==> config.mk <==
export PLATFORM = sky130hd
export DESIGN_NAME = jts_front_flat
export DESIGN_NICKNAME = d
export VERILOG_FILES = /design/src/sv/joint_transform_and_subspace_assert.svh /design/src/sv/jts_pkg.sv /design/src/sv/jts_if.sv /design/src/sv/jts_front.sv /design/src/flat_wrapper.sv
export SDC_FILE = /design/constraint.sdc
export NUM_CORES = 1
export LEC_CHECK = 0
export BUFFER_PORTS_ARGS = -buffer_cell sky130_fd_sc_hd__buf_2
export CAP_MARGIN = 30
export CORE_MARGIN = 3
export CORE_UTILIZATION = 40
export DETAILED_ROUTE_END_ITERATION = 10
export GPL_TIMING_DRIVEN = 0
export PLACE_DENSITY = 0.77
export SLEW_MARGIN = 5
export SYNTH_ARGS = -nofsm -noshare
export SYNTH_HDL_FRONTEND = slang
export SYNTH_SLANG_ARGS = --single-unit
==> constraint.sdc <==
create_clock -name clk_i -period 4.7 [get_ports clk_i]
set_input_delay 1.175 -clock clk_i [delete_from_list [all_inputs] [get_ports clk_i]]
set_output_delay 1.175 -clock clk_i [all_outputs]
set_load 0.05 [all_outputs]
==> src/sv/joint_transform_and_subspace_assert.svh <==
// Assertion macros for the joint transform block.
`ifndef JOINT_TRANSFORM_AND_SUBSPACE_ASSERT_SVH
`define JOINT_TRANSFORM_AND_SUBSPACE_ASSERT_SVH

// Same-cycle implication, sampled on clk_i, off while rst_ni is low.
`define JTS_ASSERT_IMPL(lbl, ante, cons, msg) \
  lbl: assert property (@(posedge clk_i) disable iff (!rst_ni) (ante) |-> (cons)) \
    else $error(msg);

// Next-cycle implication, sampled on clk_i, off while rst_ni is low.
`define JTS_ASSERT_NEXT(lbl, ante, cons, msg) \
  lbl: assert property (@(posedge clk_i) disable iff (!rst_ni) (ante) |=> (cons)) \
    else $error(msg);

`endif

==> src/sv/jts_pkg.sv <==
// Shared types and constants of the joint transform block.
`default_nettype none

package jts_pkg;

  typedef enum logic [2:0] {
    JT_PRISM_X   = 3'd0,
    JT_PRISM_Y   = 3'd1,
    JT_PRISM_Z   = 3'd2,
    JT_INVALID   = 3'd3,
    JT_REV_X     = 3'd4,
    JT_REV_Y     = 3'd5,
    JT_REV_Z     = 3'd6,
    JT_REV_X_ALT = 3'd7
  } jt_e;

  typedef enum logic [1:0] {
    AXIS_X = 2'd0,
    AXIS_Y = 2'd1,
    AXIS_Z = 2'd2
  } axis_e;

  // Decoded joint kind, travels with each request.
  typedef struct packed {
    logic  revolute;
    axis_e axis;
    logic  invalid;
  } cls_t;

  // Rows of the 6x6 transform.
  localparam logic [2:0] FIRST_ROW = 3'd0;
  localparam logic [2:0] ROW_RX    = 3'd3;
  localparam logic [2:0] ROW_RY    = 3'd4;
  localparam logic [2:0] ROW_RZ    = 3'd5;
  localparam logic [2:0] LAST_ROW  = ROW_RZ;

  localparam int unsigned QUEUE_DEPTH = 4;

  // Internal angle / CORDIC format: Q30 with headroom up to 4*pi.
  localparam int unsigned Q30_FRAC = 30;
  localparam int unsigned Q30_W    = 35;
  localparam int unsigned ATAN_N   = 32;

  localparam logic [63:0] TWOPI_Q60 = 64'h6487ED5110B4611A;

  localparam logic signed [Q30_W-1:0] TWOPI30     = Q30_W'(64'h1921FB544);
  localparam logic signed [Q30_W-1:0] PI30        = Q30_W'(64'hC90FDAA2);
  localparam logic signed [Q30_W-1:0] HALF30      = Q30_W'(64'h6487ED51);
  localparam logic signed [Q30_W-1:0] CORDIC_GAIN = Q30_W'(64'h26DD3B6A);

  // atan(2^-i), truncated, Q30
  localparam logic signed [Q30_W-1:0] ATAN_Q30 [ATAN_N] = '{
    Q30_W'(32'h3243F6A8), Q30_W'(32'h1DAC6705), Q30_W'(32'h0FADBAFC), Q30_W'(32'h07F56EA6),
    Q30_W'(32'h03FEAB76), Q30_W'(32'h01FFD55B), Q30_W'(32'h00FFFAAA), Q30_W'(32'h007FFF55),
    Q30_W'(32'h003FFFEA), Q30_W'(32'h001FFFFD), Q30_W'(32'h000FFFFF), Q30_W'(32'h0007FFFF),
    Q30_W'(32'h0003FFFF), Q30_W'(32'h0001FFFF), Q30_W'(32'h0000FFFF), Q30_W'(32'h00007FFF),
    Q30_W'(32'h00003FFF), Q30_W'(32'h00001FFF), Q30_W'(32'h00000FFF), Q30_W'(32'h000007FF),
    Q30_W'(32'h000003FF), Q30_W'(32'h000001FF), Q30_W'(32'h000000FF), Q30_W'(32'h0000007F),
    Q30_W'(32'h0000003F), Q30_W'(32'h0000001F), Q30_W'(32'h0000000F), Q30_W'(32'h00000007),
    Q30_W'(32'h00000003), Q30_W'(32'h00000001), Q30_W'(32'h00000000), Q30_W'(32'h00000000)
  };

endpackage

`default_nettype wire

==> src/sv/jts_if.sv <==
// Request and result channel interfaces of the joint transform block.
`default_nettype none

interface jts_in_if #(
  parameter int unsigned DATA_WIDTH = 32
);
  logic                         valid;
  logic                         ready;
  logic [2:0]                   joint_type;
  logic signed [DATA_WIDTH-1:0] position;

  modport source (output valid, output joint_type, output position, input ready);
  modport sink   (input valid, input joint_type, input position, output ready);
endinterface


`default_nettype wire

==> src/sv/jts_front.sv <==
// Front end: request register and joint type decode.
`default_nettype none

module jts_front #(
  parameter int unsigned DATA_WIDTH = 32
) (
  input  wire logic                         clk_i,
  input  wire logic                         rst_ni,
  jts_in_if.sink                            in_i,
  input  wire logic                         full_i,
  output      logic                         push_o,
  output      jts_pkg::cls_t                cls_o,
  output      logic signed [DATA_WIDTH-1:0] pos_o
);

  logic                         vld_q;
  jts_pkg::cls_t                cls_q, cls_d;
  logic signed [DATA_WIDTH-1:0] pos_q;
  logic                         take;

  assign in_i.ready = !vld_q || !full_i;
  assign take       = in_i.valid && in_i.ready;
  assign push_o     = vld_q && !full_i;
  assign cls_o      = cls_q;
  assign pos_o      = pos_q;

  always_comb begin
    cls_d = '{revolute: 1'b0, axis: jts_pkg::AXIS_X, invalid: 1'b0};
    unique case (jts_pkg::jt_e'(in_i.joint_type)) inside
      jts_pkg::JT_PRISM_X: cls_d.axis = jts_pkg::AXIS_X;
      jts_pkg::JT_PRISM_Y: cls_d.axis = jts_pkg::AXIS_Y;
      jts_pkg::JT_PRISM_Z: cls_d.axis = jts_pkg::AXIS_Z;
      jts_pkg::JT_INVALID: begin
        cls_d.axis    = jts_pkg::AXIS_X;
        cls_d.invalid = 1'b1;
      end
      jts_pkg::JT_REV_X, jts_pkg::JT_REV_X_ALT: begin
        cls_d.revolute = 1'b1;
        cls_d.axis     = jts_pkg::AXIS_X;
      end
      jts_pkg::JT_REV_Y: begin
        cls_d.revolute = 1'b1;
        cls_d.axis     = jts_pkg::AXIS_Y;
      end
      jts_pkg::JT_REV_Z: begin
        cls_d.revolute = 1'b1;
        cls_d.axis     = jts_pkg::AXIS_Z;
      end
      default: cls_d.axis = jts_pkg::AXIS_X;
    endcase
  end

  always_ff @(posedge clk_i or negedge rst_ni) begin
    if (!rst_ni) begin
      vld_q <= 1'b0;
    end else if (in_i.ready) begin
      vld_q <= in_i.valid;
    end
  end

  always_ff @(posedge clk_i) begin
    if (take) begin
      cls_q <= cls_d;
      pos_q <= in_i.position;
    end
  end

endmodule

`default_nettype wire

==> src/flat_wrapper.sv <==
// flat-port wrapper written by rule: the top's interface ports become plain ports
module jts_front_flat 
#(
  parameter int unsigned DATA_WIDTH = 32
)
  (clk_i, rst_ni, full_i, push_o, cls_o, pos_o, in_i_valid, in_i_joint_type, in_i_position, in_i_ready);
  jts_in_if #(.DATA_WIDTH(DATA_WIDTH)) in_i_i ();
  input  wire logic clk_i;
  input  wire logic rst_ni;
  input  wire logic full_i;
  output      logic push_o;
  output      jts_pkg::cls_t cls_o;
  output      logic signed [DATA_WIDTH-1:0] pos_o;
  input wire logic [$bits(in_i_i.valid)-1:0] in_i_valid;
  input wire logic [$bits(in_i_i.joint_type)-1:0] in_i_joint_type;
  input wire logic [$bits(in_i_i.position)-1:0] in_i_position;
  output wire logic [$bits(in_i_i.ready)-1:0] in_i_ready;
  assign in_i_i.valid = in_i_valid;
  assign in_i_i.joint_type = in_i_joint_type;
  assign in_i_i.position = in_i_position;
  assign in_i_ready = in_i_i.ready;
  jts_front #(.DATA_WIDTH(DATA_WIDTH)) u_core (.clk_i(clk_i), .rst_ni(rst_ni), .in_i(in_i_i), .full_i(full_i), .push_o(push_o), .cls_o(cls_o), .pos_o(pos_o));
endmodule
==> results.py <==
metrics = {
    "power": {
        "powerDensity_nw_per_um2": 388.5,
        "max-vdd-ir-drop_mv": 0.3091,
        "leakage_nw": 0.7324,
    },
    "clock_tree": {
        "root_buffer": "clkbuf_4",
        "cts.path.max_buffers": 2,
        "cts_sinks": 37,
        "clock_latency_ns": 0.32,
        "numCtsBuffers": 5,
        "clk_pin_slew_ns": 0.11,
        "cts_resized": 0,
        "cts_tree": "done",
        "post_cts_buffers": 0,
        "cts_max_level": 2,
        "cts_hold_buffers": 0,
    },
    "placement": {
        "dp.cells": 152,
        "gp_congestion": 0.6050,
        "numPortBuffers": 76,
    },
    "global_route": {
        "grt_pass1_vias": 684,
        "grt_max_degree": 22,
        "grt_first_pass_wirelength_um": 3070,
        "grt_remaining_overflow": 0,
        "antenna_found_initial": 0,
        "grt_use_total": 0.1271,
    },
    "critical_path": {
        "cp_slowest_cell": "buf_2",
        "startpoint_type": "input port",
        "crit_chain": "buf_2 -> nor2b_1 -> buf_2",
        "worstSetupPathType": "in -> out",
        "max_stage_delay_ns": 0.27,
        "crit_top_cell": "buf_2",
        "cp.arrival_ns": 1.69,
        "crit_buf_inv": 2,
        "cp_top_family": "buffers and inverters",
        "endpoint_kind": "output pin",
        "cp.required_ns": 3.52,
        "path_max_fanout": 4,
    },
    "detailed_routing": {
        "wl_um": 2065,
        "vias": 699,
        "dr.pass1.iters": 4,
        "drt_iter0_markers": 10,
        "viasPerCell": 4.369,
        "route.detailed.drc": 0,
        "post_drt_wl_per_cell_um": 12.91,
        "ant_nets": 0,
    },
    "final_layout": {
        "drive_gt1_frac": 0.6692,
        "syn_to_final_growth_pct": 43.80,
        "layout.cells.non_filler": 160,
        "nets": 168,
        "n_antenna_cell": 0,
    },
    "die": {
        "die_x_um": 59.85,
        "start_util": 0.4440,
        "die_h_um": 59.85,
        "die_area_um2": 3582,
        "placeableCoreArea_um2": 2613,
        "fp-row-count": 18,
        "num_io_pins": 77,
    },
    "synth": {
        "synthCells": 45,
        "synthSimpleGateAreaFrac": 0.03020,
        "synth-xor-area-share": 0,
        "yosysSeqAreaShare": 0.9536,
        "muxShareOfSynthArea": 0,
        "synth-seq-cells": 37,
        "synth_fp_nets": 84,
        "yosys_warnings": 0,
        "ys_types": 9,
        "synth-adder-area-share": 0,
        "syn_area_um2": 1160,
        "avgSynthCellArea_um2": 25.77,
        "synth_compound_area_frac": 0.01294,
        "synth_top_family_by_area": "simple AND/OR/NAND/NOR gates",
    },
    "run_status": {
        "status": "finished clean",
    },
    "timing": {
        "setup_viol": 0,
        "tns_ns": 0,
        "layout_min_cycle_time_ns": 2.861,
        "relSlewSlack": 0.6284,
        "fmaxAchievable_mhz": 349.6,
        "hold_viol": 0,
        "max_slew.worst_pin.slew_ns": 0.5559,
        "drv_slew": 0,
        "period_share": 0.6086,
        "skew_ns": 0.007905,
        "rsz0062_at_grt": "no",
    },
    "min_path": {
        "hold_path.class": "in -> async",
    },
    "flow_run": {
        "maxCapViolCount": 0,
    },
}
worst paths after layout:
| check | from | to | slack (ns) | depth (start not counted) |
|---|---|---|---|---|
| worst max-delay path | full_i | push_o | 1.84 | 3 |
| worst min-delay path | rst_ni | u_core.vld_q$_DFFE_PN0P_ | 0.60 | 1 |
| worst max register to register | u_core.vld_q$_DFFE_PN0P_ | u_core.pos_o[29]$_DFFE_PP_ | 3.22 | 2 |
| worst min register to register | u_core.vld_q$_DFFE_PN0P_ | u_core.vld_q$_DFFE_PN0P_ | 0.61 | 1 |
| max in group asynchronous | rst_ni | u_core.vld_q$_DFFE_PN0P_ | 4.02 | 1 |
| min in group clk_i | u_core.vld_q$_DFFE_PN0P_ | u_core.vld_q$_DFFE_PN0P_ | 0.61 | 1 |
cells in the mapped netlist (all sizes together):
master / number / area, µm²
nand2: 1 / 3.750
a21boi: 1 / 7.510
clkbuf: 1 / 3.750
and2b: 1 / 8.760
and3b: 1 / 10.01
edfxtp: 36 / 1081
dfrtp: 1 / 25.02
a21o: 1 / 7.510
nor2b: 2 / 12.51
registers in the layout (all words and copies together), names as in the netlist:
register      count
u_core.pos_o     32
u_core.cls_o      4
u_core.vld_q      1
cell type report:
cell class	instances	area (µm²)
multi-input combinational	7	61.31
tap	30	37.54
clock inverter	2	10.01
fill	187	944.7
clock buffer	6	41.29
buffer	1	3.754
sequential	37	1106
timing repair buffer	77	407.9
cell usage in the layout, fill, tap and decap left out, drive strengths merged:
cell / n
buf: 77
edfxtp: 36
clkbuf: 7
nor2b: 2
clkinv: 2
and2b: 1
and3b: 1
nand2: 1
a21boi: 1
a21o: 1
dfrtp: 1
kinds of logic (layout without fill, tap and decap cells):
| logic type | count (synthesis) | in the layout |
|---|---|---|
| flip-flops | 37 | 37 |
| AND/OR/NAND/NOR | 5 | 5 |
| buffers and inverters | 1 | 86 |
| AO/OA/AOI/OAI | 2 | 2 |
report_power, final:
part           switching, mW  total (mW)  internal [mW]
sequential           0.00435       0.388          0.383
clock                 0.0926       0.150         0.0570
combinational         0.0825       0.111         0.0283
stage by stage:
step                      utilization  total power, mW  worst slack [ns]  instance area (µm²)  hold slack [ns]
after floorplan                     -           0.4701            0.3740                 1160           0.4837
after global placement         0.6039           0.5024           -0.3854                 1578           0.4941
after detailed placement       0.6188           0.5073             1.852                 1617           0.5844
after CTS                      0.6384           0.6561             1.844                 1668           0.5829
after global routing           0.6384           0.6790             1.821                 1668           0.5649
final                          0.6384           0.6480             1.839                 1668           0.6001
metal layers:
layer  GRT usage  routed length (µm)  share of wire
met4     0.08544                  43          0.021
met2      0.1775                 919           0.45
met1      0.1277                 687           0.33
met5           0                   0              0
met3      0.1015                 414           0.20
worst reg2reg max path, cell delays in order (launching register included):
cell      delay, ns
dfrtp_1        0.45
a21boi_4       0.50
buf_16         0.23
Note: power is estimated with default switching activity, not from simulation.
