### src/sv/joint_transform_and_subspace_assert.svh
// Assertion macros for the joint transform block.
`ifndef JOINT_TRANSFORM_AND_SUBSPACE_ASSERT_SVH
`define JOINT_TRANSFORM_AND_SUBSPACE_ASSERT_SVH

// Same-cycle implication, sampled on clk_i, off while rst_ni is low.
`define JTS_ASSERT_IMPL(lbl, ante, cons, msg) \
  lbl: assert property (@(posedge clk_i) disable iff (!rst_ni) (ante) |-> (cons)) \
    else $error(msg);

// Next-cycle implication, sampled on clk_i, off while rst_ni is low.
`define JTS_ASSERT_NEXT(lbl, ante, cons, msg) \
  lbl: assert property (@(posedge clk_i) disable iff (!rst_ni) (ante) |=> (cons)) \
    else $error(msg);

`endif

### src/sv/jts_fifo.sv
// Small request queue between front end and arithmetic pipeline.
`default_nettype none

module jts_fifo #(
  parameter int unsigned WIDTH = 36,
  parameter int unsigned DEPTH = 4
) (
  input  wire logic             clk_i,
  input  wire logic             rst_ni,
  input  wire logic             push_i,
  input  wire logic [WIDTH-1:0] data_i,
  output      logic             full_o,
  input  wire logic             pop_i,
  output      logic [WIDTH-1:0] data_o,
  output      logic             empty_o
);

  localparam int unsigned PW = (DEPTH > 1) ? $clog2(DEPTH) : 1;
  localparam int unsigned CW = $clog2(DEPTH + 1);

  logic [WIDTH-1:0] mem_q [DEPTH];
  logic [PW-1:0]    wr_ptr_q, rd_ptr_q;
  logic [CW-1:0]    count_q;
  logic             do_push, do_pop;

  assign full_o  = (count_q == CW'(DEPTH));
  assign empty_o = (count_q == '0);
  assign data_o  = mem_q[rd_ptr_q];
  assign do_push = push_i && !full_o;
  assign do_pop  = pop_i && !empty_o;

  always_ff @(posedge clk_i or negedge rst_ni) begin
    if (!rst_ni) begin
      wr_ptr_q <= '0;
      rd_ptr_q <= '0;
      count_q  <= '0;
    end else begin
      if (do_push) begin
        wr_ptr_q <= (wr_ptr_q == PW'(DEPTH - 1)) ? '0 : wr_ptr_q + PW'(1);
      end
      if (do_pop) begin
        rd_ptr_q <= (rd_ptr_q == PW'(DEPTH - 1)) ? '0 : rd_ptr_q + PW'(1);
      end
      if (do_push && !do_pop) begin
        count_q <= count_q + CW'(1);
      end else if (do_pop && !do_push) begin
        count_q <= count_q - CW'(1);
      end
    end
  end

  always_ff @(posedge clk_i) begin
    if (do_push) begin
      mem_q[wr_ptr_q] <= data_i;
    end
  end

endmodule

`default_nettype wire

### config.mk
export PLATFORM = sky130hd
export DESIGN_NAME = jts_fifo
export DESIGN_NICKNAME = d
export VERILOG_FILES = /design/src/sv/joint_transform_and_subspace_assert.svh /design/src/sv/jts_fifo.sv
export SDC_FILE = /design/constraint.sdc
export NUM_CORES = 1
export LEC_CHECK = 0
export ABC_CLOCK_PERIOD_IN_PS = 5200
export BUFFER_PORTS_ARGS = -buffer_cell sky130_fd_sc_hd__buf_2
export CAP_MARGIN = 5
export CORE_MARGIN = 5
export CORE_UTILIZATION = 35
export CTS_CLUSTER_DIAMETER = 30
export CTS_CLUSTER_SIZE = 16
export DETAILED_ROUTE_END_ITERATION = 16
export GPL_TIMING_DRIVEN = 0
export PLACE_DENSITY = 0.64
export SLEW_MARGIN = 20
export SYNTH_ARGS = -nofsm -noshare
export SYNTH_HDL_FRONTEND = slang
export SYNTH_SLANG_ARGS = --single-unit
### constraint.sdc
create_clock -name clk_i -period 5.2 [get_ports clk_i]
set_input_delay 1.04 -clock clk_i [delete_from_list [all_inputs] [get_ports clk_i]]
set_output_delay 1.04 -clock clk_i [all_outputs]
set_load 0.02 [all_outputs]
==> impl_metrics.env, run 1 <==
export IMPL_grt_pass1_vias=2772
export IMPL_avgRoutedWirePerCell_um=18.3
export IMPL_power_density_nw_per_um2=616
export IMPL_power_mw=4.35
export IMPL_max_freq_mhz=331
export IMPL_hold_class="input port to async pin"
export IMPL_clk_pin_slew_ns=0.06
export IMPL_clock_sinks=151
export IMPL_setup_tns_ns=0
export IMPL_yosys_area_share_simple_pct=1.35
export IMPL_timing_hold_violations_final=0
export IMPL_pre_cts_ws_ns=2.57
export IMPL_synth_nets=272
export IMPL_max_cap_violations=0
export IMPL_path_buf_inv=3
export IMPL_port_buffers=77
export IMPL_cts_resized=0
export IMPL_syn_area_per_cell_sq_um=25.1
export IMPL_synth_compound_area_share_pct=0.354
export IMPL_p_leak_nw=2.46
export IMPL_regToRegSetupSlack_ns=3.07
export IMPL_ios=78
export IMPL_crit_path_top_delay_cell="mux4_2"
export IMPL_startpoint_type="register"
export IMPL_core_sq_um=15900
export IMPL_rsz0062_at_grt="no"
export IMPL_busiest_layer="met2"
export IMPL_cts_root_buf="clkbuf_16"
export IMPL_critPathLaunch="rd_ptr_q[0]"
export IMPL_clock_latency_ns=0.42
export IMPL_worstPathCellList="buf_6 -> buf_6 -> mux4_2 -> buf_2"
export IMPL_whs_ns=0.448
export IMPL_synth_seq_cells=151
export IMPL_initial_utilization_pct=35.6
export IMPL_cp_required_ns=4.16
export IMPL_yosysSeqAreaShare_pct=79.6
export IMPL_report_final_slew_viol_count=0
export IMPL_dp_cells=522
export IMPL_place_area_sq_um=6400
export IMPL_crit_end="data_o[2]"
export IMPL_grtUsageMet1_pct=13.3
export IMPL_antenna_found_initial=0
export IMPL_synth_cell_type_count=22
export IMPL_area_growth_pct=24.8
export IMPL_muxShareOfSynthArea_pct=15.3
export IMPL_crit_family="buffers and inverters"
export IMPL_r2r_end="count_q[2]"
export IMPL_drc=0
export IMPL_cts_hold_buffers_added=0
export IMPL_cts_buffer_depth=2
export IMPL_critPathMaxStageDelay_ns=0.53
export IMPL_fin_skew_ns=0.00981
export IMPL_antennaDiodeCount=0
export IMPL_synth_top_family_by_area="multiplexers"
export IMPL_cts_tree="done"
export IMPL_num_vias=2554
export IMPL_utilization_pct=44.4
export IMPL_synth_warnings=0
export IMPL_gp_congestion=0.658
export IMPL_fp_dieArea_sq_um=18800
export IMPL_post_cts_setup_buffers=0
export IMPL_setup_viol=0
export IMPL_synthAdderAreaFrac_pct=1.68
export IMPL_die_w_um=137
export IMPL_critical_path_endpoint_type="output pin"
export IMPL_layout_setup_ws_ns=2.18
export IMPL_critPathArrivalTime_ns=1.98
export IMPL_worstMarginPinSlew_ns=0.584
export IMPL_reg2reg_depth=7
export IMPL_antenna_left=0
export IMPL_h_tree_depth=4
export IMPL_viasPerCell=4.61
export IMPL_cts_buffers=17
export IMPL_syn_instance_count=225
export IMPL_fin_crit_ns=3.02
export IMPL_r2r_start="count_q[0]"
export IMPL_grt_ovfl_total=0
export IMPL_drt_pass1_iterations=4
export IMPL_worstSetupPathType="register to output pin"
export IMPL_cp_num_cells=4
export IMPL_vdd_drop_max_mv=0.225
export IMPL_crit_path_frequent_cell="buf_6"
export IMPL_grt_use_met3_pct=4.85
export IMPL_status="finished clean"
export IMPL_grt_pass1_wl_um=15400
export IMPL_fin_cells=554
export IMPL_final_net_count=372
export IMPL_track_usage_pct=11.5
export IMPL_final_area_sq_um=7050
export IMPL_cp_max_fo=10
export IMPL_layout_drive_gt1_share_pct=49.1
export IMPL_yosys_area_share_xor_xnor_pct=0.465
export IMPL_slew_headroom_pct=61.0
export IMPL_syn_cell_area_sq_um=5650
export IMPL_rows=46
export IMPL_fin_crit_sh_pct=58.1
export IMPL_use_met2_pct=19.4
export IMPL_die_y_um=137
export IMPL_drt_iter0_drc=125
export IMPL_hpwl_um=6580
export IMPL_drt_total_wl_um=10200
export IMPL_fill_cells=1406
export IMPL_grt_max_degree=25
==> layout by cell type (no fill, tap or decap), drive strengths merged <==
master / count
ha: 6
o31ai: 1
clkbuf: 20
xor2: 2
edfxtp: 144
clkinv: 3
clkinvlp: 3
fa: 1
a21o: 1
buf: 89
bufinv: 5
nand2: 1
nor3b: 1
nor2: 3
nor3: 2
xnor2: 1
dfrtp: 7
nor2b: 1
and2: 3
mux4: 36
inv: 4
mux2: 4
==> layer usage <==
layer  routed length (um)  share of wire [%]
met5                    0                  0
met4                  119                1.2
met3                  550                5.4
met2                 5320                 52
met1                 4160                 41
==> registers in the layout, summed over array words and instances (netlist names) <==
register	cells
count_q	3
mem_q	144
rd_ptr_q	2
wr_ptr_q	2
==> how the worst min path moves through the flow <==
stage                     cells past startpoint  slack [ns]         end       start
after global placement                        1        0.53  count_q[2]  count_q[2]
final                                         1        0.45  count_q[1]      rst_ni
after detailed placement                      1        0.52  count_q[2]  count_q[2]
after global routing                          1        0.44  count_q[2]      rst_ni
after floorplan                               1        0.50  count_q[2]  count_q[2]
after CTS                                     1        0.43  count_q[2]      rst_ni
==> synthesized netlist by cell type <==
cell type | n | area, sq um
mux2_2 | 1 | 11.3
and2_1 | 3 | 18.8
dfrtp_1 | 7 | 175
nor3b_4 | 1 | 18.8
nor2b_4 | 1 | 13.8
inv_1 | 3 | 11.3
nand2_1 | 1 | 3.75
nor3_1 | 2 | 10.0
o31ai_2 | 1 | 12.5
a21o_1 | 1 | 7.51
buf_2 | 4 | 20.0
xnor2_1 | 1 | 8.76
mux4_2 | 36 | 811
xor2_1 | 2 | 17.5
edfxtp_1 | 144 | 4320
mux2_4 | 2 | 30.0
mux2_1 | 1 | 11.3
buf_6 | 3 | 33.8
nor2_1 | 3 | 11.3
buf_4 | 1 | 7.51
fa_1 | 1 | 20.0
ha_1 | 6 | 75.1
==> final cells by class <==
class	instances	area, sq um	area share [%]
Buffer	8	61.3	0.869
Clock buffer	20	457	6.48
Clock inverter	12	196	2.79
Inverter	3	11.3	0.160
Multi-Input combinational cell	63	1090	15.5
Sequential cell	151	4500	63.8
Tap cell	216	270	3.83
Timing Repair Buffer	81	465	6.60
==> cells by family (layout without fill, tap and decap cells) <==
kind of cell	count (synthesis)	after routing
AO/OA/AOI/OAI	2	2
XOR/XNOR	3	3
adder cells (fa/ha/maj)	7	7
buffers and inverters	11	124
flip-flops	151	151
multiplexers	40	40
AND/OR/NAND/NOR	11	11
==> report_power, final <==
part	switching (mW)	leakage (nW)	total [mW]	internal, mW
combinational	0.752	0.749	1.32	0.567
clock	0.464	0.312	1.34	0.875
sequential	0.0778	1.40	1.69	1.61
total	1.29	2.46	4.35	3.05
(Power assumes the default switching activity.)
==> run 2, diff against run 1 <==
- ABC_AREA: default -> 1
- ABC_CLOCK_PERIOD_IN_PS: 5200 -> 2400
- PLACE_DENSITY: 0.64 -> 0.66
- clock period: 5.2 -> 2.4 ns (I/O delays scaled with it)
==> run 2 against run 1 <==
Compared with the run above: area after synthesis grew 9.7%; flip-flop and latch count is the same; synthesized cell count grew 110%; critical path depth grew 1; non-clock buffer count grew 16; clock power grew 99%; clock skew grew 0.0021 ns; global-route usage grew 2.2 points; highest routed layer is now met5.
==> impl_metrics.env, run 2 <==
export IMPL_cts_buffer_depth=2
export IMPL_antenna_found_initial=2
export IMPL_utilization_pct=43.8
export IMPL_area_growth_pct=22.5
export IMPL_grt_pass1_vias=4048
export IMPL_h_tree_depth=4
export IMPL_cp_required_ns=1.92
export IMPL_synth_ff_type="edfxtp_1"
export IMPL_yosys_area_top_type_share_pct=69.7
export IMPL_final_common_cell="edfxtp_1"
export IMPL_hold_class="input port to register"
export IMPL_final_net_count=628
export IMPL_power_density_nw_per_um2=1330
export IMPL_regMostFlops="mem_q"
export IMPL_viasPerCell=4.69
export IMPL_grt_max_degree=22
export IMPL_synth_warnings=0
export IMPL_yosys_top_cells_area="edfxtp_1 70%, o211ai_1 8.7%, nand2_1 7.4%"
export IMPL_synth_edff_count=144
export IMPL_p_leak_nw=3.09
export IMPL_slew_headroom_pct=53.1
export IMPL_num_vias=3842
export IMPL_fin_crit_sh_pct=92.2
export IMPL_antennaDiodeCount=0
export IMPL_synth_cell_type_count=16
export IMPL_core_sq_um=17400
export IMPL_fin_skew_ns=0.0119
export IMPL_setup_viol=0
export IMPL_synth_seq_cells=151
export IMPL_largest_reg_flops=144
export IMPL_synth_nets=527
export IMPL_synth_commonest_cells="144 x edfxtp_1, 123 x nand2_1, 87 x inv_1"
export IMPL_layout_common_cells="144 x edfxtp_1, 123 x nand2_1, 87 x inv_1"
export IMPL_critical_path_endpoint_type="output pin"
export IMPL_async_reset_ff_share_pct=4.64
export IMPL_syn_area_per_cell_sq_um=12.9
export IMPL_hpwl_um=9010
export IMPL_syn_cell_area_sq_um=6200
export IMPL_startpoint_type="register"
export IMPL_synth_area_leader_cell="edfxtp_1"
export IMPL_grt_ovfl_total=0
export IMPL_avgRoutedWirePerCell_um=16.6
export IMPL_ios=78
export IMPL_antenna_left=0
export IMPL_report_final_slew_viol_count=0
export IMPL_clock_sinks=151
export IMPL_cp_max_fo=10
export IMPL_yosysMostFrequentCell="edfxtp_1"
export IMPL_largest_registers="mem_q (144), count_q (3)"
export IMPL_max_cap_violations=0
export IMPL_clk_pin_slew_ns=0.06
export IMPL_drt_total_wl_um=13600
export IMPL_track_usage_pct=13.7
export IMPL_rows=48
export IMPL_cts_root_buf="clkbuf_16"
export IMPL_initial_utilization_pct=35.7
export IMPL_rsz0062_at_grt="no"
export IMPL_cts_tree="done"
export IMPL_pre_cts_ws_ns=0.245
export IMPL_die_w_um=143
export IMPL_yosysSeqAreaShare_pct=72.5
export IMPL_layout_drive_gt1_share_pct=22.4
export IMPL_critPathArrivalTime_ns=1.73
export IMPL_clock_latency_ns=0.42
export IMPL_gp_congestion=0.726
export IMPL_syn_instance_count=480
export IMPL_layout_setup_ws_ns=0.188
export IMPL_vdd_drop_max_mv=0.671
export IMPL_drt_pass1_iterations=4
export IMPL_status="finished clean"
export IMPL_fp_dieArea_sq_um=20500
export IMPL_fill_cells=1570
export IMPL_port_buffers=77
export IMPL_drt_iter0_drc=195
export IMPL_fin_crit_ns=2.21
export IMPL_max_freq_mhz=452
export IMPL_setup_tns_ns=0
export IMPL_worstSetupPathType="register to output pin"
export IMPL_worstMarginPinSlew_ns=0.702
export IMPL_die_y_um=143
export IMPL_whs_ns=0.278
export IMPL_grt_pass1_wl_um=21100
export IMPL_drc=0
export IMPL_timing_hold_violations_final=0
export IMPL_cts_buffers=17
-- run 2: changes by cell type after synthesis, moves of 4 or more --
| cell | before | now |
|---|---|---|
| buf_2 | 4 | 8 |
| buf_6 | 3 | 12 |
| inv_1 | 3 | 87 |
| mux4_2 | 36 | 0 |
| nand2_1 | 1 | 123 |
| nand3_1 | 0 | 7 |
| o211ai_1 | 0 | 72 |
-- run 2: cell type report --
cell class / count / area (sq um) / share of cell area (%)
sequential: 151 / 4500 / 59.2
multi-input combinational: 218 / 1200 / 15.9
timing repair buffer: 82 / 490 / 6.46
clock buffer: 19 / 433 / 5.70
inverter: 88 / 330 / 4.35
tap: 225 / 282 / 3.71
buffer: 23 / 198 / 2.60
clock inverter: 13 / 160 / 2.11
-- run 2: worst paths after layout --
kind | start | end | slack, ns | cells past startpoint
setup / recovery | rd_ptr_q[1] | data_o[3] | 0.19 | 5
hold / removal | data_i[19] | mem_q[1][19] | 0.28 | 1
setup reg to reg | count_q[0] | count_q[1] | 0.21 | 9
hold reg to reg | count_q[2] | count_q[2] | 0.50 | 2
max in group asynchronous | rst_ni | rd_ptr_q[0] | 1.80 | 2
min in group asynchronous | rst_ni | count_q[2] | 0.43 | 2
-- run 2: report_power, final --
group / total, mW / leakage (nW) / switching (mW) / internal, mW
Clock: 2.66 / 0.286 / 0.946 / 1.71
Sequential: 3.63 / 1.40 / 0.158 / 3.47
Combinational: 3.79 / 1.40 / 2.53 / 1.26
Total: 10.1 / 3.09 / 3.63 / 6.44
-- run 2: critical path, stage by stage, from the launching register on --
cell and delay, ns:
dfrtp_1 0.42, inv_2 0.17, buf_2 0.30, o211ai_1 0.14, nand2_1 0.11, buf_2 0.17
-- run 2: timing repair --
action                                 in CTS  in global routing
resized for setup                           0                  0
setup endpoints to repair                   0                  0
hold buffers                                1                  0
buffers inserted                            0                  0
endpoints found under the hold margin       7                  0
-- run 2: per-layer routing --
metal,part of all wire (%),GRT usage (%)
met2,52,23.8
met5,0.14,0
met4,1.1,4.70
met1,41,15.9
met3,6.0,4.72
-- run 2: cell families after synthesis --
family | Yosys count | synth area share (%)
xor+xnor | 1 | 0.141
buf+inv | 111 | 8.51
flops | 151 | 72.5
simple gates | 137 | 8.47
compound gates | 73 | 8.80
fa+ha+maj | 7 | 1.53
-- run 2: per-stage QoR --
stage	total power [mW]	std cells	instance area, sq um
after floorplan	6.11	480	6200
after global placement	7.36	782	6870
after detailed placement	7.57	786	6990
after CTS	10.2	819	7600
after global routing	10.7	819	7600
final	10.1	819	7600
