[config.mk]
export PLATFORM = sky130hd
export DESIGN_NAME = jts_rows_flat
export DESIGN_NICKNAME = d
export VERILOG_FILES = /design/src/sv/joint_transform_and_subspace_assert.svh /design/src/sv/jts_pkg.sv /design/src/sv/jts_if.sv /design/src/sv/jts_rows.sv /design/src/flat_wrapper.sv
export SDC_FILE = /design/constraint.sdc
export NUM_CORES = 1
export LEC_CHECK = 0
export ABC_CLOCK_PERIOD_IN_PS = 10200
export BUFFER_PORTS_ARGS = -buffer_cell sky130_fd_sc_hd__buf_2
export CAP_MARGIN = 20
export CORE_MARGIN = 2
export CORE_UTILIZATION = 31
export DETAILED_ROUTE_END_ITERATION = 10
export GPL_ROUTABILITY_DRIVEN = 0
export PLACE_DENSITY = 0.49
export SYNTH_ARGS = -nofsm -noshare
export SYNTH_HDL_FRONTEND = slang
export SYNTH_SLANG_ARGS = --single-unit
[constraint.sdc]
create_clock -name clk_i -period 10.2 [get_ports clk_i]
set_input_delay 0 -clock clk_i [delete_from_list [all_inputs] [get_ports clk_i]]
set_output_delay 0 -clock clk_i [all_outputs]
set_load 0.03 [all_outputs]
[src/sv/joint_transform_and_subspace_assert.svh]
// Assertion macros for the joint transform block.
`ifndef JOINT_TRANSFORM_AND_SUBSPACE_ASSERT_SVH
`define JOINT_TRANSFORM_AND_SUBSPACE_ASSERT_SVH

// Same-cycle implication, sampled on clk_i, off while rst_ni is low.
`define JTS_ASSERT_IMPL(lbl, ante, cons, msg) \
  lbl: assert property (@(posedge clk_i) disable iff (!rst_ni) (ante) |-> (cons)) \
    else $error(msg);

// Next-cycle implication, sampled on clk_i, off while rst_ni is low.
`define JTS_ASSERT_NEXT(lbl, ante, cons, msg) \
  lbl: assert property (@(posedge clk_i) disable iff (!rst_ni) (ante) |=> (cons)) \
    else $error(msg);

`endif

[src/sv/jts_pkg.sv]
// Shared types and constants of the joint transform block.
`default_nettype none

package jts_pkg;

  typedef enum logic [2:0] {
    JT_PRISM_X   = 3'd0,
    JT_PRISM_Y   = 3'd1,
    JT_PRISM_Z   = 3'd2,
    JT_INVALID   = 3'd3,
    JT_REV_X     = 3'd4,
    JT_REV_Y     = 3'd5,
    JT_REV_Z     = 3'd6,
    JT_REV_X_ALT = 3'd7
  } jt_e;

  typedef enum logic [1:0] {
    AXIS_X = 2'd0,
    AXIS_Y = 2'd1,
    AXIS_Z = 2'd2
  } axis_e;

  // Decoded joint kind, travels with each request.
  typedef struct packed {
    logic  revolute;
    axis_e axis;
    logic  invalid;
  } cls_t;

  // Rows of the 6x6 transform.
  localparam logic [2:0] FIRST_ROW = 3'd0;
  localparam logic [2:0] ROW_RX    = 3'd3;
  localparam logic [2:0] ROW_RY    = 3'd4;
  localparam logic [2:0] ROW_RZ    = 3'd5;
  localparam logic [2:0] LAST_ROW  = ROW_RZ;

  localparam int unsigned QUEUE_DEPTH = 4;

  // Internal angle / CORDIC format: Q30 with headroom up to 4*pi.
  localparam int unsigned Q30_FRAC = 30;
  localparam int unsigned Q30_W    = 35;
  localparam int unsigned ATAN_N   = 32;

  localparam logic [63:0] TWOPI_Q60 = 64'h6487ED5110B4611A;

  localparam logic signed [Q30_W-1:0] TWOPI30     = Q30_W'(64'h1921FB544);
  localparam logic signed [Q30_W-1:0] PI30        = Q30_W'(64'hC90FDAA2);
  localparam logic signed [Q30_W-1:0] HALF30      = Q30_W'(64'h6487ED51);
  localparam logic signed [Q30_W-1:0] CORDIC_GAIN = Q30_W'(64'h26DD3B6A);

  // atan(2^-i), truncated, Q30
  localparam logic signed [Q30_W-1:0] ATAN_Q30 [ATAN_N] = '{
    Q30_W'(32'h3243F6A8), Q30_W'(32'h1DAC6705), Q30_W'(32'h0FADBAFC), Q30_W'(32'h07F56EA6),
    Q30_W'(32'h03FEAB76), Q30_W'(32'h01FFD55B), Q30_W'(32'h00FFFAAA), Q30_W'(32'h007FFF55),
    Q30_W'(32'h003FFFEA), Q30_W'(32'h001FFFFD), Q30_W'(32'h000FFFFF), Q30_W'(32'h0007FFFF),
    Q30_W'(32'h0003FFFF), Q30_W'(32'h0001FFFF), Q30_W'(32'h0000FFFF), Q30_W'(32'h00007FFF),
    Q30_W'(32'h00003FFF), Q30_W'(32'h00001FFF), Q30_W'(32'h00000FFF), Q30_W'(32'h000007FF),
    Q30_W'(32'h000003FF), Q30_W'(32'h000001FF), Q30_W'(32'h000000FF), Q30_W'(32'h0000007F),
    Q30_W'(32'h0000003F), Q30_W'(32'h0000001F), Q30_W'(32'h0000000F), Q30_W'(32'h00000007),
    Q30_W'(32'h00000003), Q30_W'(32'h00000001), Q30_W'(32'h00000000), Q30_W'(32'h00000000)
  };

endpackage

`default_nettype wire

[src/sv/jts_if.sv]
// Request and result channel interfaces of the joint transform block.
`default_nettype none


interface jts_out_if #(
  parameter int unsigned DATA_WIDTH = 32
);
  logic                         valid;
  logic                         ready;
  logic [2:0]                   row_index;
  logic signed [DATA_WIDTH-1:0] element_0;
  logic signed [DATA_WIDTH-1:0] element_1;
  logic signed [DATA_WIDTH-1:0] element_2;
  logic signed [DATA_WIDTH-1:0] element_3;
  logic signed [DATA_WIDTH-1:0] element_4;
  logic signed [DATA_WIDTH-1:0] element_5;
  logic                         subspace_element;
  logic                         invalid_type;
  logic                         last_row;

  modport source (
    output valid, output row_index,
    output element_0, output element_1, output element_2,
    output element_3, output element_4, output element_5,
    output subspace_element, output invalid_type, output last_row,
    input ready
  );
  modport sink (
    input valid, input row_index,
    input element_0, input element_1, input element_2,
    input element_3, input element_4, input element_5,
    input subspace_element, input invalid_type, input last_row,
    output ready
  );
endinterface

`default_nettype wire

[src/sv/jts_rows.sv]
// Row sequencer: holds one finished request and emits its six transform rows.
`default_nettype none

module jts_rows #(
  parameter int unsigned DATA_WIDTH = 32,
  parameter int unsigned FRAC_BITS  = 16
) (
  input  wire logic                         clk_i,
  input  wire logic                         rst_ni,
  input  wire logic                         in_valid_i,
  output      logic                         take_o,
  input  wire jts_pkg::cls_t                in_cls_i,
  input  wire logic signed [DATA_WIDTH-1:0] in_pos_i,
  input  wire logic signed [DATA_WIDTH-1:0] cos_i,
  input  wire logic signed [DATA_WIDTH-1:0] sin_i,
  input  wire logic signed [DATA_WIDTH-1:0] nsin_i,
  jts_out_if.source                         out_o
);

  localparam logic signed [DATA_WIDTH-1:0] ONE  =
      {{(DATA_WIDTH-1){1'b0}}, 1'b1} << FRAC_BITS;
  localparam logic signed [DATA_WIDTH-1:0] MINV = {1'b1, {(DATA_WIDTH-1){1'b0}}};
  localparam logic signed [DATA_WIDTH-1:0] MAXV = {1'b0, {(DATA_WIDTH-1){1'b1}}};

  logic                         busy_q;
  logic [2:0]                   row_q;
  jts_pkg::cls_t                cls_q;
  logic signed [DATA_WIDTH-1:0] c_q, s_q, ns_q, pos_q, npos_q;
  logic signed [DATA_WIDTH-1:0] npos_d;

  logic signed [DATA_WIDTH-1:0] el [6];
  logic signed [DATA_WIDTH-1:0] e3 [3];
  logic signed [DATA_WIDTH-1:0] rv [3];
  logic signed [DATA_WIDTH-1:0] nrv [3];
  logic                         upper;
  logic [1:0]                   lr;
  logic                         load;

  assign take_o = !busy_q || (out_o.ready && (row_q == jts_pkg::LAST_ROW));
  assign load   = take_o && in_valid_i;
  // negating the most negative offset saturates to the largest positive value
  assign npos_d = (in_pos_i == MINV) ? MAXV : -in_pos_i;

  always_ff @(posedge clk_i or negedge rst_ni) begin
    if (!rst_ni) begin
      busy_q <= 1'b0;
      row_q  <= jts_pkg::FIRST_ROW;
    end else if (take_o) begin
      busy_q <= in_valid_i;
      row_q  <= jts_pkg::FIRST_ROW;
    end else if (out_o.ready) begin
      row_q <= row_q + 3'd1;
    end
  end

  always_ff @(posedge clk_i) begin
    if (load) begin
      cls_q  <= in_cls_i;
      pos_q  <= in_pos_i;
      npos_q <= npos_d;
      c_q    <= cos_i;
      s_q    <= sin_i;
      ns_q   <= nsin_i;
    end
  end

  assign upper = (row_q >= jts_pkg::ROW_RX);
  assign lr    = upper ? 2'(row_q - jts_pkg::ROW_RX) : row_q[1:0];

  always_comb begin
    for (int k = 0; k < 6; k++) begin
      el[k] = '0;
    end
    for (int k = 0; k < 3; k++) begin
      e3[k]  = '0;
      rv[k]  = '0;
      nrv[k] = '0;
    end
    if (cls_q.revolute) begin
      case (cls_q.axis)
        jts_pkg::AXIS_Y: begin
          case (lr)
            2'd0: begin e3[0] = c_q; e3[2] = ns_q; end
            2'd1: e3[1] = ONE;
            default: begin e3[0] = s_q; e3[2] = c_q; end
          endcase
        end
        jts_pkg::AXIS_Z: begin
          case (lr)
            2'd0: begin e3[0] = c_q; e3[1] = s_q; end
            2'd1: begin e3[0] = ns_q; e3[1] = c_q; end
            default: e3[2] = ONE;
          endcase
        end
        default: begin
          case (lr)
            2'd0: e3[0] = ONE;
            2'd1: begin e3[1] = c_q; e3[2] = s_q; end
            default: begin e3[1] = ns_q; e3[2] = c_q; end
          endcase
        end
      endcase
      for (int k = 0; k < 3; k++) begin
        if (upper) begin
          el[k+3] = e3[k];
        end else begin
          el[k] = e3[k];
        end
      end
    end else begin
      // offset vector has one nonzero component on the joint axis
      case (cls_q.axis)
        jts_pkg::AXIS_Y: begin rv[1] = pos_q; nrv[1] = npos_q; end
        jts_pkg::AXIS_Z: begin rv[2] = pos_q; nrv[2] = npos_q; end
        default:         begin rv[0] = pos_q; nrv[0] = npos_q; end
      endcase
      for (int k = 0; k < 6; k++) begin
        if (row_q == 3'(k)) begin
          el[k] = ONE;
        end
      end
      if (row_q == jts_pkg::ROW_RX) begin
        el[1] = rv[2];
        el[2] = nrv[1];
      end else if (row_q == jts_pkg::ROW_RY) begin
        el[0] = nrv[2];
        el[2] = rv[0];
      end else if (row_q == jts_pkg::ROW_RZ) begin
        el[0] = rv[1];
        el[1] = nrv[0];
      end
    end
  end

  assign out_o.valid     = busy_q;
  assign out_o.row_index = row_q;
  assign out_o.element_0 = el[0];
  assign out_o.element_1 = el[1];
  assign out_o.element_2 = el[2];
  assign out_o.element_3 = el[3];
  assign out_o.element_4 = el[4];
  assign out_o.element_5 = el[5];
  assign out_o.subspace_element = cls_q.revolute ?
      (row_q == {1'b0, cls_q.axis}) :
      (row_q == jts_pkg::ROW_RX + {1'b0, cls_q.axis});
  assign out_o.invalid_type = cls_q.invalid;
  assign out_o.last_row     = (row_q == jts_pkg::LAST_ROW);

endmodule

`default_nettype wire

[src/flat_wrapper.sv]
// flat-port wrapper written by rule: the top's interface ports become plain ports
module jts_rows_flat 
#(
  parameter int unsigned DATA_WIDTH = 32,
  parameter int unsigned FRAC_BITS  = 16
)
  (clk_i, rst_ni, in_valid_i, take_o, in_cls_i, in_pos_i, cos_i, sin_i, nsin_i, out_o_valid, out_o_row_index, out_o_element_0, out_o_element_1, out_o_element_2, out_o_element_3, out_o_element_4, out_o_element_5, out_o_subspace_element, out_o_invalid_type, out_o_last_row, out_o_ready);
  jts_out_if #(.DATA_WIDTH(DATA_WIDTH)) out_o_i ();
  input  wire logic clk_i;
  input  wire logic rst_ni;
  input  wire logic in_valid_i;
  output      logic take_o;
  input  wire jts_pkg::cls_t in_cls_i;
  input  wire logic signed [DATA_WIDTH-1:0] in_pos_i;
  input  wire logic signed [DATA_WIDTH-1:0] cos_i;
  input  wire logic signed [DATA_WIDTH-1:0] sin_i;
  input  wire logic signed [DATA_WIDTH-1:0] nsin_i;
  output wire logic [$bits(out_o_i.valid)-1:0] out_o_valid;
  output wire logic [$bits(out_o_i.row_index)-1:0] out_o_row_index;
  output wire logic [$bits(out_o_i.element_0)-1:0] out_o_element_0;
  output wire logic [$bits(out_o_i.element_1)-1:0] out_o_element_1;
  output wire logic [$bits(out_o_i.element_2)-1:0] out_o_element_2;
  output wire logic [$bits(out_o_i.element_3)-1:0] out_o_element_3;
  output wire logic [$bits(out_o_i.element_4)-1:0] out_o_element_4;
  output wire logic [$bits(out_o_i.element_5)-1:0] out_o_element_5;
  output wire logic [$bits(out_o_i.subspace_element)-1:0] out_o_subspace_element;
  output wire logic [$bits(out_o_i.invalid_type)-1:0] out_o_invalid_type;
  output wire logic [$bits(out_o_i.last_row)-1:0] out_o_last_row;
  input wire logic [$bits(out_o_i.ready)-1:0] out_o_ready;
  assign out_o_valid = out_o_i.valid;
  assign out_o_row_index = out_o_i.row_index;
  assign out_o_element_0 = out_o_i.element_0;
  assign out_o_element_1 = out_o_i.element_1;
  assign out_o_element_2 = out_o_i.element_2;
  assign out_o_element_3 = out_o_i.element_3;
  assign out_o_element_4 = out_o_i.element_4;
  assign out_o_element_5 = out_o_i.element_5;
  assign out_o_subspace_element = out_o_i.subspace_element;
  assign out_o_invalid_type = out_o_i.invalid_type;
  assign out_o_last_row = out_o_i.last_row;
  assign out_o_i.ready = out_o_ready;
  jts_rows #(.DATA_WIDTH(DATA_WIDTH), .FRAC_BITS(FRAC_BITS)) u_core (.clk_i(clk_i), .rst_ni(rst_ni), .in_valid_i(in_valid_i), .take_o(take_o), .in_cls_i(in_cls_i), .in_pos_i(in_pos_i), .cos_i(cos_i), .sin_i(sin_i), .nsin_i(nsin_i), .out_o(out_o_i));
endmodule
==> impl_metrics.csv <==
group,metric,value,unit
drt,drc,0,
power_and_ir_drop,leakage,0.00616,uW
synthesis,synth_top_family_by_area,"compound AO/OA/AOI/OAI gates",
timing,timing.slew.headroom,25.2,%
final_layout,nFillCells,3662,
cts,ctsRootBufferMaster,"clkbuf_16",
timing,hold_viol,0,
timing,min_period_over_period,48.2,%
die,pin_count,336,
synthesis,syn_area,11400,um2
final_layout,antenna_cells,0,
die,coreArea,36400,um2
place,hpwl,32300,um
drt,dr.first_iter.drc_count,1126,
run_status,outcome,"complete, no violations",
worst_setup_path,r2r_end,"u_core.c_q[23]",
global_route,grt_pass1_vias,12300,
final_layout,syn_to_final_growth,34.7,%
cts,tritoncts,"yes",
timing,finalClockSkew,10.7,ps
synthesis,syn_area_per_cell,9.04,um2
synthesis,synthCells,1262,
synthesis,synth_top_cell_by_area,"edfxtp_1",
place,post-place-cells,1952,
drt,ant_nets,0,
worst_setup_path,end_kind,"output port",
final_layout,nNetsFinal,1785,
cts,cts_max_path_buffers,2,
timing,max_freq,203,MHz
final_layout,drive_gt1_share,27.2,%
cts,cts_made_buffers,17,
timing,worstMarginPinSlew,1120,ps
cts,cts_setup_buffers,0,
timing,setup_viol,0,
synthesis,synth_common_cells,"164 x edfxtp_1, 146 x nor2_1, 135 x o21ai_0",
cts,cts.sinks,168,
synthesis,yosysTopAreaCellShare,43.2,%
global_route,grt.total_usage,25.4,%
final_layout,layout.cells.non_filler,2120,
cts,htree_levels,4,
global_route,antenna_found_initial,1,
power_and_ir_drop,power,4270,uW
power_and_ir_drop,peakVddDrop,233,uV
synthesis,ys_ff_latch,168,
synthesis,synthXorXnorAreaFrac,1.31,%
worst_setup_path,crit_required,10200,ps
drt,wirelength,50100,um
worst_setup_path,worstSetupStartpointType,"flop",
synthesis,synthArstFlopShare,2.38,%
hold_path,hold_depth,2,
die,fp.dieH,196,um
synthesis,synth.area.top_cells,"edfxtp_1 43%, a22oi_1 6.5%, o21ai_0 5.9%, nor2_1 4.8%, nand2_1 3.8%",
worst_setup_path,rr_startpoint,"u_core.out_o.row_index[0]",
global_route,grt_overflow,0,
synthesis,yosysMostFrequentCell,"edfxtp_1",
timing,whs,246,ps
final_layout,seq_area,5020,um2
die,start_util,31.3,%
worst_setup_path,crit_arrival,4920,ps
power_and_ir_drop,power_density,278,nW/um2
synthesis,synthMuxAreaShare,4.20,%
synthesis,synth_simple_gate_area_share,15.9,%
worst_setup_path,cp_max_fo,95,
worst_setup_path,rrSetupSlack,6840,ps
cts,clk_pin_slew,80,ps
timing,setup_tns,0,ps
synthesis,ys_seq_area_share,44.0,%
hold_path,hold_start,"nsin_i[27]",
die,fp.dieW,196,um
drt,wl_per_cell,23.6,um
worst_setup_path,path_class,"reg2out",
drt,vias_per_cell,5.83,
global_route,grt_max_degree,96,
global_route,grt_first_pass_wirelength,74200,um
timing,rsz0062_at_grt,"false",
synthesis,synth.distinct_cells,60,
die,core.rowCount,70,
die,die-area,38300,um2
timing,finalCriticalPeriod,4920,ps
hold_path,holdPathEnd,"u_core.ns_q[27]",
synthesis,synth_edf_count,164,
run,maxCapViolCount,0,
synthesis,synth_compound_gate_area_share,28.6,%
drt,vias,12400,
synthesis,synth_nets,1407,
synthesis,ys_warn_count,0,
cts,cts_resized,0,
cts,hold_buffers,137,
hold_path,hp-class,"in2reg",
synthesis,ys.flop_type,"edfxtp_1",
place,port_buffers,335,
synthesis,synth_adder_area_share,0.987,%
cts,clk_latency,460,ps
worst_setup_path,reg2reg_depth,7,
final_layout,multiInputGateArea,5930,um2
timing,slew_viol_final,0,
drt,dr.pass1.iters,6,
==> logic make-up (layout without fill, tap and decap cells) <==
family / count (synthesis) / in the layout
buffers and inverters: 145 / 535
xor gates and xnor gates: 17 / 17
DFF: 168 / 168
and+or+nand+nor: 388 / 388
adders and majority gates: 9 / 9
AOI/OAI and AO/OA: 491 / 491
muxes: 44 / 44
==> placed cells by master, fill, tap and decap left out, types with 5 or more instances in the layout <==
master	synthesis	final
a22oi_1	99	99
dlygate4sd3_1	0	137
and3_1	57	56
mux2_2	31	31
edfxtp_1	164	164
o21ai_0	135	135
nand2_1	116	110
a221o_1	31	31
nor3_1	10	8
a2bb2oi_1	31	31
a21oi_1	73	73
buf_4	0	20
nand2_2	1	6
xnor2_1	9	9
o22ai_1	64	64
ha_1	9	7
nor4_1	8	6
mux2i_1	13	13
buf_2	17	335
o221ai_1	31	31
xor2_1	8	8
inv_1	12	12
inv_6	0	7
nor2_1	146	146
nand2b_1	5	5
a211o_1	7	7
nand3_1	12	12
clkbuf_16	0	17
==> worst max-delay path by stage <==
| stage | from | to | slack (ps) |
|---|---|---|---|
| after CTS | u_core.out_o.row_index[2] | out_o_element_1[16] | 5410 |
| after global routing | u_core.out_o.row_index[2] | out_o_element_0[31] | 5080 |
| after global placement | u_core.out_o.row_index[0] | out_o_element_0[25] | 5990 |
| final | u_core.out_o.row_index[0] | out_o_element_2[8] | 5280 |
| after floorplan | u_core.out_o.row_index[2] | u_core.c_q[0] | 4200 |
| after detailed placement | u_core.out_o.row_index[2] | out_o_element_1[16] | 5910 |
==> registers in the layout, indices dropped and copies added, names as in the netlist, 3 cells and up <==
name,cells
u_core.cls_q,3
u_core.out_o.row_index,3
u_core.s_q,32
u_core.npos_q,32
u_core.c_q,32
u_core.ns_q,32
u_core.pos_q,32
==> cell type report <==
class                           count  area share (%)
Timing Repair Buffer              492            20.8
Tap cell                          468            3.81
Multi-Input combinational cell    949            38.6
Clock inverter                     14            1.07
Inverter                           12           0.293
Clock buffer                       17            2.77
Sequential cell                   168            32.7
==> layer usage <==
metal | vias up | share of wire (%) | routed length, um | GRT usage, %
li1 | 5608 | - | - | -
met1 | 6088 | 43 | 21600 | 33.8
met2 | 599 | 48 | 24000 | 42.3
met3 | 72 | 7.3 | 3670 | 4.74
met4 | 2 | 1.5 | 757 | 6.71
met5 | - | 0.026 | 13 | 0
==> power breakdown <==
group	internal [uW]	switching, uW
Sequential	840	69.5
Combinational	856	1810
Clock	367	323
Total	2060	2210
==> critical path, cell delays in order, from the launching register on <==
cell and delay (ps):
dfrtp_1 680, ha_1 240, ha_1 550, or4b_2 940, nand2_4 830, o221ai_1 440
o21ai_0 200, o22ai_1 260, buf_2 260
==> metrics by stage <==
stage	utilization [%]	setup WS, ps	instance area (um2)
after CTS	42.2	5410	15400
final	42.2	5280	15400
after global placement	36.8	5990	13400
after detailed placement	36.8	5910	13400
after global routing	42.2	5080	15400
after floorplan	-	4200	11400
No activity file was read; power rests on OpenSTA's default activity.
